## config.mk

```make
export PLATFORM = sky130hd
export DESIGN_NAME = integer_to_ascii_radix_top
export DESIGN_NICKNAME = d
export VERILOG_FILES = /design/src/itoa_pkg.sv /design/src/integer_to_ascii_radix_top.sv /design/src/itoa_front.sv /design/src/itoa_fifo.sv /design/src/itoa_back.sv
export SDC_FILE = /design/constraint.sdc
export NUM_CORES = 1
export LEC_CHECK = 0
export BUFFER_PORTS_ARGS = -buffer_cell sky130_fd_sc_hd__buf_2
export CELL_PAD_IN_SITES_DETAIL_PLACEMENT = 1
export CELL_PAD_IN_SITES_GLOBAL_PLACEMENT = 2
export CORE_ASPECT_RATIO = 1.75
export CORE_UTILIZATION = 40
export DETAILED_ROUTE_END_ITERATION = 12
export PLACE_DENSITY_LB_ADDON = 0.1
export REMOVE_ABC_BUFFERS = 1
export SYNTH_ARGS = -nofsm -noshare
export SYNTH_HDL_FRONTEND = slang
export SYNTH_SLANG_ARGS = --single-unit
```

## constraint.sdc

```tcl
create_clock -name clk -period 19.88 [get_ports clk]
set_clock_uncertainty 0.1 [all_clocks]
set_input_delay 4.97 -clock clk [delete_from_list [all_inputs] [get_ports clk]]
set_output_delay 4.97 -clock clk [all_outputs]
set_load 0.02 [all_outputs]
```

## src/itoa_pkg.sv

```systemverilog
// ----------------------------------------------------------------------------
// itoa_pkg: shared types and constants for integer to ASCII conversion
// Holds the job control word that travels between the front and back parts,
// the character codes and the digit to character mapping.
// ----------------------------------------------------------------------------
package itoa_pkg;

	localparam int RADIX_W = 6;
	localparam int CHAR_W  = 8;

	localparam logic [RADIX_W-1:0] RADIX_MIN = 6'd2;
	localparam logic [RADIX_W-1:0] RADIX_MAX = 6'd36;
	localparam logic [RADIX_W-1:0] DEC_DIGITS = 6'd10;

	localparam logic [CHAR_W-1:0] CHAR_NUL         = 8'h00;
	localparam logic [CHAR_W-1:0] CHAR_MINUS       = 8'h2d;
	localparam logic [CHAR_W-1:0] CHAR_ZERO        = 8'h30;
	localparam logic [CHAR_W-1:0] CHAR_LETTER_BASE = 8'h57;

	typedef struct packed {
		logic               bad;
		logic               neg;
		logic [RADIX_W-1:0] radix;
	} job_ctl_t;

	function automatic logic [CHAR_W-1:0] digit_char(input logic [RADIX_W-1:0] d);
		logic [CHAR_W-1:0] wide;
		wide = {2'b00, d};
		if (d < DEC_DIGITS) begin
			return CHAR_ZERO + wide;
		end
		return CHAR_LETTER_BASE + wide;
	endfunction

endpackage

```

## src/integer_to_ascii_radix_top.sv

```systemverilog
// ----------------------------------------------------------------------------
// integer_to_ascii_radix_top: signed integer to ASCII text, radix 2 to 36
//
//   Channel   Direction   Handshake              Payload
//   input     in          in_valid / in_ready    number, radix
//   output    out         out_valid / out_ready  character, bad_radix, last_char
//
// Each digit is formed in the radix divider, and each character then leaves
// through the digit stack's registered read port, read in ST_RD and sent in
// ST_OUT; a sign adds the ST_SIGN state ahead of the digits. A bad radix
// gives a single beat.
// Reset clears the queue, the sequencer and the output valid; no clearing
// pass is needed. A stalled output holds the engine, and the two-entry queue
// keeps accepting input beats until it is full.
// ----------------------------------------------------------------------------
module integer_to_ascii_radix_top #(
	parameter int VALUE_WIDTH = 32
) (
	input  logic                              clk,
	input  logic                              arst_n,
	input  logic                              in_valid,
	output logic                              in_ready,
	input  logic signed [VALUE_WIDTH-1:0]     number,
	input  logic [itoa_pkg::RADIX_W-1:0]      radix,
	output logic                              out_valid,
	input  logic                              out_ready,
	output logic [itoa_pkg::CHAR_W-1:0]       character,
	output logic                              bad_radix,
	output logic                              last_char
);

	localparam int CTL_W = $bits(itoa_pkg::job_ctl_t);
	localparam int JOB_W = CTL_W + VALUE_WIDTH;

	logic                     push_valid;
	logic                     push_ready;
	itoa_pkg::job_ctl_t       push_ctl;
	logic [VALUE_WIDTH-1:0]   push_mag;
	logic                     job_valid;
	logic                     job_ready;
	logic [JOB_W-1:0]         job_data;
	itoa_pkg::job_ctl_t       job_ctl;
	logic [VALUE_WIDTH-1:0]   job_mag;

	assign job_ctl = itoa_pkg::job_ctl_t'(job_data[JOB_W-1:VALUE_WIDTH]);
	assign job_mag = job_data[VALUE_WIDTH-1:0];

	itoa_front #(
		.VALUE_WIDTH(VALUE_WIDTH)
	) u_front (
		.in_valid  (in_valid),
		.in_ready  (in_ready),
		.number    (number),
		.radix     (radix),
		.push_valid(push_valid),
		.push_ready(push_ready),
		.push_ctl  (push_ctl),
		.push_mag  (push_mag)
	);

	itoa_fifo #(
		.WIDTH(JOB_W)
	) u_fifo (
		.clk       (clk),
		.arst_n    (arst_n),
		.push_valid(push_valid),
		.push_ready(push_ready),
		.push_data ({push_ctl, push_mag}),
		.pop_valid (job_valid),
		.pop_ready (job_ready),
		.pop_data  (job_data)
	);

	itoa_back #(
		.VALUE_WIDTH(VALUE_WIDTH)
	) u_back (
		.clk       (clk),
		.arst_n    (arst_n),
		.job_valid (job_valid),
		.job_ready (job_ready),
		.job_ctl   (job_ctl),
		.job_mag   (job_mag),
		.out_valid (out_valid),
		.out_ready (out_ready),
		.character (character),
		.bad_radix (bad_radix),
		.last_char (last_char)
	);

endmodule

```

## src/itoa_front.sv

```systemverilog
// ----------------------------------------------------------------------------
// itoa_front: input side of the converter
// Accepts input beats, checks the radix, splits the sign from the magnitude
// and hands the job to the queue.
// ----------------------------------------------------------------------------
module itoa_front #(
	parameter int VALUE_WIDTH = 32
) (
	input  logic                              in_valid,
	output logic                              in_ready,
	input  logic signed [VALUE_WIDTH-1:0]     number,
	input  logic [itoa_pkg::RADIX_W-1:0]      radix,
	output logic                              push_valid,
	input  logic                              push_ready,
	output itoa_pkg::job_ctl_t                push_ctl,
	output logic [VALUE_WIDTH-1:0]            push_mag
);

	logic [VALUE_WIDTH-1:0] raw;

	assign raw        = $unsigned(number);
	assign in_ready   = push_ready;
	assign push_valid = in_valid;

	always_comb begin
		push_ctl.bad   = (radix < itoa_pkg::RADIX_MIN) || (radix > itoa_pkg::RADIX_MAX);
		push_ctl.neg   = raw[VALUE_WIDTH-1];
		push_ctl.radix = radix;
		push_mag       = raw[VALUE_WIDTH-1] ? (~raw + 1'b1) : raw;
	end

endmodule

```

## src/itoa_fifo.sv

```systemverilog
// ----------------------------------------------------------------------------
// itoa_fifo: two-entry job queue
// Decouples the front from the back so that either side can stall alone.
// ----------------------------------------------------------------------------
module itoa_fifo #(
	parameter int WIDTH = 40
) (
	input  logic             clk,
	input  logic             arst_n,
	input  logic             push_valid,
	output logic             push_ready,
	input  logic [WIDTH-1:0] push_data,
	output logic             pop_valid,
	input  logic             pop_ready,
	output logic [WIDTH-1:0] pop_data
);

	logic [WIDTH-1:0] entry_q [2];
	logic             wptr_q;
	logic             rptr_q;
	logic [1:0]       count_q;
	logic             push;
	logic             pop;

	assign push_ready = (count_q != 2'd2);
	assign pop_valid  = (count_q != 2'd0);
	assign push       = push_valid && push_ready;
	assign pop        = pop_valid && pop_ready;
	assign pop_data   = entry_q[rptr_q];

	always_ff @(posedge clk or negedge arst_n) begin
		if (!arst_n) begin
			wptr_q  <= 1'b0;
			rptr_q  <= 1'b0;
			count_q <= 2'd0;
		end else begin
			if (push) begin
				wptr_q <= ~wptr_q;
			end
			if (pop) begin
				rptr_q <= ~rptr_q;
			end
			if (push && !pop) begin
				count_q <= count_q + 2'd1;
			end else if (pop && !push) begin
				count_q <= count_q - 2'd1;
			end
		end
	end

	always_ff @(posedge clk) begin
		if (push) begin
			entry_q[wptr_q] <= push_data;
		end
	end

endmodule

```

## src/itoa_back.sv

```systemverilog
// ----------------------------------------------------------------------------
// itoa_back: conversion engine
// Divides the magnitude by the radix eight quotient bits a cycle, pushes each
// remainder as a character onto a digit stack, then drains the stack most
// significant character first behind an optional minus sign.
// ----------------------------------------------------------------------------
module itoa_back #(
	parameter int VALUE_WIDTH = 32
) (
	input  logic                          clk,
	input  logic                          arst_n,
	input  logic                          job_valid,
	output logic                          job_ready,
	input  itoa_pkg::job_ctl_t            job_ctl,
	input  logic [VALUE_WIDTH-1:0]        job_mag,
	output logic                          out_valid,
	input  logic                          out_ready,
	output logic [itoa_pkg::CHAR_W-1:0]   character,
	output logic                          bad_radix,
	output logic                          last_char
);

	localparam int DIV_BITS  = 8;
	localparam int DIV_STEPS = (VALUE_WIDTH + DIV_BITS - 1) / DIV_BITS;
	localparam int PAD_W     = DIV_STEPS * DIV_BITS;
	localparam int SC_W      = (DIV_STEPS > 1) ? $clog2(DIV_STEPS) : 1;
	localparam int AW        = $clog2(VALUE_WIDTH);
	localparam int ND_W      = $clog2(VALUE_WIDTH + 1);

	typedef enum logic [5:0] {
		ST_IDLE = 6'b000001,
		ST_DIV  = 6'b000010,
		ST_SIGN = 6'b000100,
		ST_RD   = 6'b001000,
		ST_OUT  = 6'b010000,
		ST_BAD  = 6'b100000
	} state_t;

	state_t                          state_q;
	logic [PAD_W-1:0]                dvd_q;
	logic [itoa_pkg::RADIX_W-1:0]    rem_q;
	logic [itoa_pkg::RADIX_W-1:0]    rad_q;
	logic                            neg_q;
	logic [SC_W-1:0]                 step_q;
	logic [ND_W-1:0]                 nd_q;
	logic [AW-1:0]                   rd_ptr_q;
	logic [itoa_pkg::CHAR_W-1:0]     rd_data_q;
	logic [itoa_pkg::CHAR_W-1:0]     stack_q [VALUE_WIDTH];
	logic                            out_valid_q;
	logic [itoa_pkg::CHAR_W-1:0]     char_q;
	logic                            bad_q;
	logic                            last_q;

	logic [PAD_W-1:0]                dvd_nxt;
	logic [itoa_pkg::RADIX_W-1:0]    rem_nxt;
	logic [itoa_pkg::RADIX_W:0]      trial;
	logic                            digit_done;
	logic                            out_free;
	logic                            pop;

	assign out_free   = !out_valid_q || out_ready;
	assign job_ready  = (state_q == ST_IDLE);
	assign pop        = job_valid && job_ready;
	assign digit_done = (state_q == ST_DIV) && (step_q == SC_W'(DIV_STEPS - 1));
	assign out_valid  = out_valid_q;
	assign character  = char_q;
	assign bad_radix  = bad_q;
	assign last_char  = last_q;

	always_comb begin
		dvd_nxt = dvd_q;
		rem_nxt = rem_q;
		trial   = '0;
		for (int i = 0; i < DIV_BITS; i++) begin
			trial   = {rem_nxt, dvd_nxt[PAD_W-1]};
			dvd_nxt = {dvd_nxt[PAD_W-2:0], 1'b0};
			if (trial >= {1'b0, rad_q}) begin
				trial      = trial - {1'b0, rad_q};
				dvd_nxt[0] = 1'b1;
			end
			rem_nxt = trial[itoa_pkg::RADIX_W-1:0];
		end
	end

	always_ff @(posedge clk or negedge arst_n) begin
		if (!arst_n) begin
			state_q     <= ST_IDLE;
			step_q      <= '0;
			nd_q        <= '0;
			rd_ptr_q    <= '0;
			out_valid_q <= 1'b0;
		end else begin
			if (out_ready) begin
				out_valid_q <= 1'b0;
			end
			unique case (state_q)
				ST_IDLE: begin
					if (pop) begin
						step_q  <= '0;
						nd_q    <= '0;
						state_q <= job_ctl.bad ? ST_BAD : ST_DIV;
					end
				end
				ST_DIV: begin
					if (digit_done) begin
						step_q <= '0;
						nd_q   <= nd_q + 1'b1;
						if (dvd_nxt == '0) begin
							rd_ptr_q <= nd_q[AW-1:0];
							state_q  <= neg_q ? ST_SIGN : ST_RD;
						end
					end else begin
						step_q <= step_q + 1'b1;
					end
				end
				ST_SIGN: begin
					if (out_free) begin
						out_valid_q <= 1'b1;
						state_q     <= ST_RD;
					end
				end
				ST_RD: begin
					state_q <= ST_OUT;
				end
				ST_OUT: begin
					if (out_free) begin
						out_valid_q <= 1'b1;
						if (rd_ptr_q == '0) begin
							state_q <= ST_IDLE;
						end else begin
							rd_ptr_q <= rd_ptr_q - 1'b1;
							state_q  <= ST_RD;
						end
					end
				end
				ST_BAD: begin
					if (out_free) begin
						out_valid_q <= 1'b1;
						state_q     <= ST_IDLE;
					end
				end
				default: begin
					state_q <= ST_IDLE;
				end
			endcase
		end
	end

	always_ff @(posedge clk) begin
		if (pop) begin
			dvd_q <= PAD_W'(job_mag);
			rem_q <= '0;
			rad_q <= job_ctl.radix;
			neg_q <= job_ctl.neg;
		end else if (state_q == ST_DIV) begin
			dvd_q <= dvd_nxt;
			rem_q <= digit_done ? '0 : rem_nxt;
		end
		if (state_q == ST_SIGN && out_free) begin
			char_q <= itoa_pkg::CHAR_MINUS;
			bad_q  <= 1'b0;
			last_q <= 1'b0;
		end else if (state_q == ST_OUT && out_free) begin
			char_q <= rd_data_q;
			bad_q  <= 1'b0;
			last_q <= (rd_ptr_q == '0);
		end else if (state_q == ST_BAD && out_free) begin
			char_q <= itoa_pkg::CHAR_NUL;
			bad_q  <= 1'b1;
			last_q <= 1'b1;
		end
	end

	always_ff @(posedge clk) begin
		if (digit_done) begin
			stack_q[nd_q[AW-1:0]] <= itoa_pkg::digit_char(rem_nxt);
		end
		rd_data_q <= stack_q[rd_ptr_q];
	end

	a_nd_bound: assert property (@(posedge clk) disable iff (!arst_n)
		nd_q <= ND_W'(VALUE_WIDTH))
		else $error("Digit count exceeds the stack depth.");

	a_rem_below_radix: assert property (@(posedge clk) disable iff (!arst_n)
		(state_q == ST_DIV) |-> (rem_q < rad_q))
		else $error("Partial remainder is not below the radix.");

	a_bad_beat: assert property (@(posedge clk) disable iff (!arst_n)
		(out_valid_q && bad_q) |-> (last_q && char_q == itoa_pkg::CHAR_NUL))
		else $error("Error beat is not a single NUL character.");

	a_minus_not_last: assert property (@(posedge clk) disable iff (!arst_n)
		(out_valid_q && !bad_q && char_q == itoa_pkg::CHAR_MINUS) |-> !last_q)
		else $error("Minus sign marked as the final character.");

endmodule
```

# Word level (Yosys, flattened, before mapping)
# Memory sizes are Yosys's and may differ from the RTL's. A register that Yosys moved wholly into a read port is not among the register bits.
# Index checks and enable logic that the tools add are counted.
# classes
addsub	16
order_cmp	11
n_eq_ne	15
n_mux	59
bitwise_logic	3
n_reduce_logical	27
# op_table
operator	n
$mux W6	18
$mux W32	3
$ge A7 B6 Y1	8
$sub A6 B6 Y6	8
$mux W8	5
$pmux W6 S6	1
$add A32 B1 Y32 const B	1
$logic_not A32 Y1	1
$not A32 Y32	1
$mux W5	4
$mux W1	19
$pmux W6 S2	1
$reduce_bool A2 Y1	6
$pmux W5 S2	1
$add A7 B6 Y8 const A	1
$logic_and A1 B1 Y1	8
$mux W2	4
$mux W4	2
$ne A2 B1 Y1 const B	4
$ne A2 B2 Y1 const B	4
$add A6 B6 Y7 const A	1
$add A6 B1 Y6 const B	1
$eq A6 B1 Y1 const B	1
$eq A6 B2 Y1 const B	1
other kinds (22)	27
# totals
ff_bits	79
mem_bits_rw	336
input_bits	42
output_inout_bits	12
wordCells	148
memories	2
# mem_list
name	depth	width	rd	rd_ports_with_merged_regs	wr	line	text
u_back.stack_q	32	8	1	1	1	itoa_back.sv:48	logic [itoa_pkg::CHAR_W-1:0] stack_q [VALUE_WIDTH];
u_fifo.entry_q	2	40	1	0	1	itoa_fifo.sv:18	logic [WIDTH-1:0] entry_q [2];

# Logic depth before layout (Yosys ltp)
# logic_depth
ltp_word	21
ltp_mapped	87
ltp_nobuf	85

# By module
# A second synthesis with hierarchy kept.
# hier_totals
cells_unflattened	1400
hier_area_um2	20347.0
# modules_own_cells
module	n_inst	cells_per_inst	area_each_um2	seq_area_each_um2
itoa_back	1	1148	16249.3	9815.7
itoa_fifo	1	143	3284.4	2502.4
itoa_front	1	109	813.3	0.0

# Worst setup path after synthesis
# No wires, ideal clock.
# synth_path
path_type	register to register
startpoint	reg u_back.rad_q[1] (netlist name)
endpoint	mem u_back.stack_q[0][0] (netlist name) (data pin)
setup_ps	387
arrival_time_ps	17660
required_time_ps	19393
slack_ps	1733
path_stages_with_launch	79
n_path_buf	1
synth_period_minus_slack_ps	18147
path_cell_list	edfxtp_1 > inv_1 > ha_1 > a21o_1 > a31oi_1 > o21ai_1 > buf_2 > o21ai_0 > inv_1 > ha_1 > nor2b_4 > o31a_4 > nor4_4 > o21bai_1 > nor2_1 > mux2i_1 > ha_1 > o21a_1 > (+43 left out) > nor2_4 > mux2i_1 > ha_1 > nor2b_1 > o21ai_0 > nand2b_1 > a31o_2 > a21o_1 > a21o_1 > a21oi_1 > and3_1 > a31oi_2 > mux2_2 > inv_1 > ha_1 > inv_1 > a21o_1 > xnor2_1
# synth_between
elab_chain_cells	21
word_cells_on_any_way	32
classes_between	add/sub (10); order compare (9); mux (13)
# synth_rtl
item	line	text
start: declaration	itoa_back.sv:42	logic [itoa_pkg::RADIX_W-1:0] rad_q;
start signal: assignment	itoa_back.sv:153	rad_q <= job_ctl.radix;
$sub A6 B6 Y6 or $ge A7 B6 Y1 (tied branches)	itoa_back.sv:78, itoa_back.sv:77	
$mux W6	itoa_back.sv:77	if (trial >= {1'b0, rad_q}) begin
$sub A6 B6 Y6 or $ge A7 B6 Y1 (tied branches)	itoa_back.sv:78, itoa_back.sv:77	
$mux W6	itoa_back.sv:77	
$sub A6 B6 Y6 or $ge A7 B6 Y1 (tied branches)	itoa_back.sv:78, itoa_back.sv:77	
$mux W6	itoa_back.sv:77	
$sub A6 B6 Y6 or $ge A7 B6 Y1 (tied branches)	itoa_back.sv:78, itoa_back.sv:77	
$mux W6	itoa_back.sv:77	
(+5 left out)	n/a	
$mux W6	itoa_back.sv:77	
$sub A6 B6 Y6 or $ge A7 B6 Y1 (tied branches)	itoa_back.sv:78, itoa_back.sv:77	
$mux W6 (*)	itoa_back.sv:77	
$lt A6 B4 Y1	itoa_pkg.sv:29	if (d < DEC_DIGITS) begin
$mux W1	itoa_pkg.sv:29	
$mux W1	itoa_back.sv:175	if (digit_done) begin
$mux W8 (*)	itoa_pkg.sv:32	return CHAR_LETTER_BASE + wide;
$mux W8 (*)	itoa_back.sv:175	
end: declaration	itoa_back.sv:48	
# Mark *: on every way between the ends. The rest lies on a longest branch, timed or not. The select of a mux whose other input is x is not followed.

# Worst setup path in the final report
# layout_path
startpoint	reg u_back.dvd_q[31]
endpoint	mem u_back.stack_q[16][4] (netlist name) (data pin)
# layout_between
elab_chain_cells	21
word_cells_on_any_way	32
classes_between	add/sub (10); order compare (9); mux (13)
# layout_rtl
item	line	text
start: declaration	itoa_back.sv:40	logic [PAD_W-1:0] dvd_q;
start signal: assignment	itoa_back.sv:151	dvd_q <= PAD_W'(job_mag);
start signal: assignment	itoa_back.sv:156	dvd_q <= dvd_nxt;
$sub A6 B6 Y6 or $ge A7 B6 Y1 (tied branches)	itoa_back.sv:78, itoa_back.sv:77	
$mux W6 (*)	itoa_back.sv:77	
$sub A6 B6 Y6 or $ge A7 B6 Y1 (tied branches)	itoa_back.sv:78, itoa_back.sv:77	
$mux W6 (*)	itoa_back.sv:77	
$sub A6 B6 Y6 or $ge A7 B6 Y1 (tied branches)	itoa_back.sv:78, itoa_back.sv:77	
$mux W6 (*)	itoa_back.sv:77	
$sub A6 B6 Y6 or $ge A7 B6 Y1 (tied branches)	itoa_back.sv:78, itoa_back.sv:77	
$mux W6 (*)	itoa_back.sv:77	
(+5 left out)	n/a	
$mux W6 (*)	itoa_back.sv:77	
$sub A6 B6 Y6 or $ge A7 B6 Y1 (tied branches)	itoa_back.sv:78, itoa_back.sv:77	
$mux W6 (*)	itoa_back.sv:77	
$lt A6 B4 Y1	itoa_pkg.sv:29	
$mux W1	itoa_pkg.sv:29	
$mux W1	itoa_back.sv:175	
$mux W8 (*)	itoa_pkg.sv:32	
$mux W8 (*)	itoa_back.sv:175	
# Marks and branches as above.

==> qor.csv <==
metric;value;unit
status;finished clean;
grt_pass1_wl;81.9;mm
relSlewSlack;0.279;
wl_met2;31.6;mm
core_area;49700;sq um
critPathRequiredTime;20100;ps
ant_nets;0;
ys_seq_area_frac;0.609;
cts_tree;built;
antenna_found_initial;4;
min_period;18500;ps
synth_edf_count;375;
cpMostUsedCell;ha_1;
path_delay_family;compound AO/OA/AOI/OAI gates;
via_count;12044;
crit_slowest_cell;edfxtp_1;
yosysWarnings;0;
ctsHoldBuffers;0;
worstPathMaxFanout;32;
worstSkewPairLatency;560;ps
drv_slew;0;
dieArea;51500;sq um
tightest_slew;1080;ps
rsz0062_at_grt;false;
max_freq;0.0541;GHz
cp.buffers_inverters;8;
clock_sinks;422;
grt-ovfl-total;0;
drt_iter0_drc;581;
clock_path_buffers;3;
max_cap_violations;0;
highest_layer;met5;
wl;54.3;mm
cts-root-buf;clkbuf_16;
final_hold_viol_count;0;
die_width;172;um
fin_nets;1585;
cp-end-kind;register;
h-tree-depth;2;
dr.pass1.iters;4;
finalHoldWorstSlack;361;ps
arrival;18720;ps
netlist_area;20200;sq um
grt_start_max_net_pins;67;
initial_utilization;0.407;
cp_slowest_stage_delay;470;ps
start_kind;register;
wl_per_cell;25.1;um
die_h;299;um
wl_met1;19.5;mm
worstSetupPathType;register to register;
io_buffer_count;53;
setup_tns;0;ps
routed_via_density;5.56;
synth_cells;1387;
synth.ff_latch_count;422;
fin_crit_sh;0.930;
drive_gt1_frac;0.214;
area_delta_synth_final;13.1;%
track_usage;0.218;
ys_dominant_reg_cell;edfxtp_1;
setup_violations;0;
tritoncts.num_buffers;41;
drcViolationCount;0;
wl_met3;1.34;mm
avgSynthCellArea;14.6;sq um
grt_pass1_vias;13201;
rows;108;
io_pins;54;
place.gp.congestion;0.873;
place_hpwl;39.8;mm
synthArstFlopShare;0.0545;
clk_pin_slew;60;ps
hp-class;register to register;
synth_cell_types;99;
## through the flow
step,util,setup slack (ps),cells,area [sq um]
6_report,0.460,1380,2168,22900
4_1_cts,0.458,85.4,2162,22800
2_1_floorplan,-,1550,1339,20000
3_3_place_gp,0.431,898,2087,21400
3_5_place_dp,0.431,183,2087,21400
5_1_grt,0.460,4.21,2167,22900
## final timing paths
| check | depth (start not counted) | endpoint | slack (ps) | startpoint |
|---|---|---|---|---|
| max | 81 | u_back.stack_q[16][4] | 1380 | u_back.dvd_q[31] |
| min | 1 | u_back.character[5] | 360 | u_back.rd_data_q[5] |
| max reg2reg | 81 | u_back.stack_q[16][4] | 1380 | u_back.dvd_q[31] |
| min reg2reg | 1 | u_back.character[5] | 360 | u_back.rd_data_q[5] |
| max in group asynchronous | 1 | u_back.rd_ptr_q[0] | 14940 | arst_n |
| min in group asynchronous | 1 | u_back.nd_q[3] | 4310 | arst_n |
## synthesized netlist by cell type, types with 12 or more instances
cell	count	area share
a21o_1	13	0.0048
a21oi_1	39	0.0097
clkbuf_1	34	0.0063
dfrtp_1	22	0.027
dfxtp_1	24	0.024
edfxtp_1	375	0.56
ha_1	60	0.037
inv_1	59	0.011
mux2_2	25	0.014
mux2i_1	46	0.023
mux4_2	80	0.089
nand2_1	86	0.016
nand3_1	12	0.0030
nor2_1	92	0.017
nor3_1	16	0.0040
o21a_1	12	0.0045
o21ai_0	76	0.019
o31ai_1	13	0.0048
or3_1	16	0.0050
xnor2_1	46	0.020
xor2_1	14	0.0061
## registers in the layout, indices dropped and copies added (netlist names), 5 cells and up
name and flops:
u_back.character 8, u_back.dvd_q 32, u_back.nd_q 5, u_back.rad_q 6, u_back.rd_data_q 8, u_back.rd_ptr_q 5, u_back.rem_q 6, u_back.stack_q 256
u_back.state_q 6, u_fifo.entry_q 80
## timing repair
action                     CTS  global route
gates resized for setup      0            16
setup buffers                0             5
setup endpoints to repair    0           264
## routing by layer
| layer | up-vias | track usage |
|---|---|---|
| li1 | 5566 | - |
| met1 | 6188 | 0.230 |
| met2 | 189 | 0.432 |
| met3 | 95 | 0.0248 |
| met4 | 6 | 0.0759 |
| met5 | - | 0 |
## cell usage in the layout (no fill, tap or decap), types with 10 or more instances in the layout
master,netlist,final
dfxtp_1,24,24
a22o_1,10,10
o21a_1,12,12
clkbuf_16,0,43
nor3_1,16,16
buf_2,4,53
nor4_1,11,10
a21o_1,13,13
nand3_1,12,12
inv_1,59,59
ha_1,60,60
mux2i_1,46,44
xor2_1,14,14
o21ai_0,76,74
nand2_1,86,86
mux2_2,25,25
a21oi_1,39,37
clkbuf_1,34,10
or3_1,16,16
xnor2_1,46,44
nand2b_1,11,11
dfrtp_1,22,19
mux4_2,80,80
buf_4,0,40
edfxtp_1,375,375
o31ai_1,13,13
nor2_1,92,90
## area by class of cell
cell class | instances | area [sq um]
Inverter | 61 | 229
Multi-Input combinational cell | 856 | 7550
Timing Repair Buffer | 93 | 566
Clock inverter | 18 | 196
Tap cell | 660 | 826
Sequential cell | 422 | 12300
Antenna cell | 1 | 2.50
Fill cell | 5011 | 26900
Clock buffer | 57 | 1170
## worst reg2reg max path: cells and delay by family (launching register included)
family	cells	cell delay, ps
xor+xnor	1	150
buf+inv	8	1150
fa+ha+maj	9	2820
flops	1	470
compound gates	38	7920
simple gates	22	4610
mux	3	1040
## cell families (layout without fill, tap and decap cells)
kind of cell | count (synthesis) | after routing | synth area share
mux | 153 | 153 | 0.128
flops | 422 | 422 | 0.609
other cells | 0 | 1 | 0
compound gates | 264 | 264 | 0.0931
buf+inv | 109 | 229 | 0.0212
xor+xnor | 60 | 60 | 0.0260
simple gates | 311 | 311 | 0.0777
fa+ha+maj | 68 | 68 | 0.0451
Power is left out: the tool's default activity adds up to more than one toggle a clock period on the data nets, which glitch-free logic cannot reach.
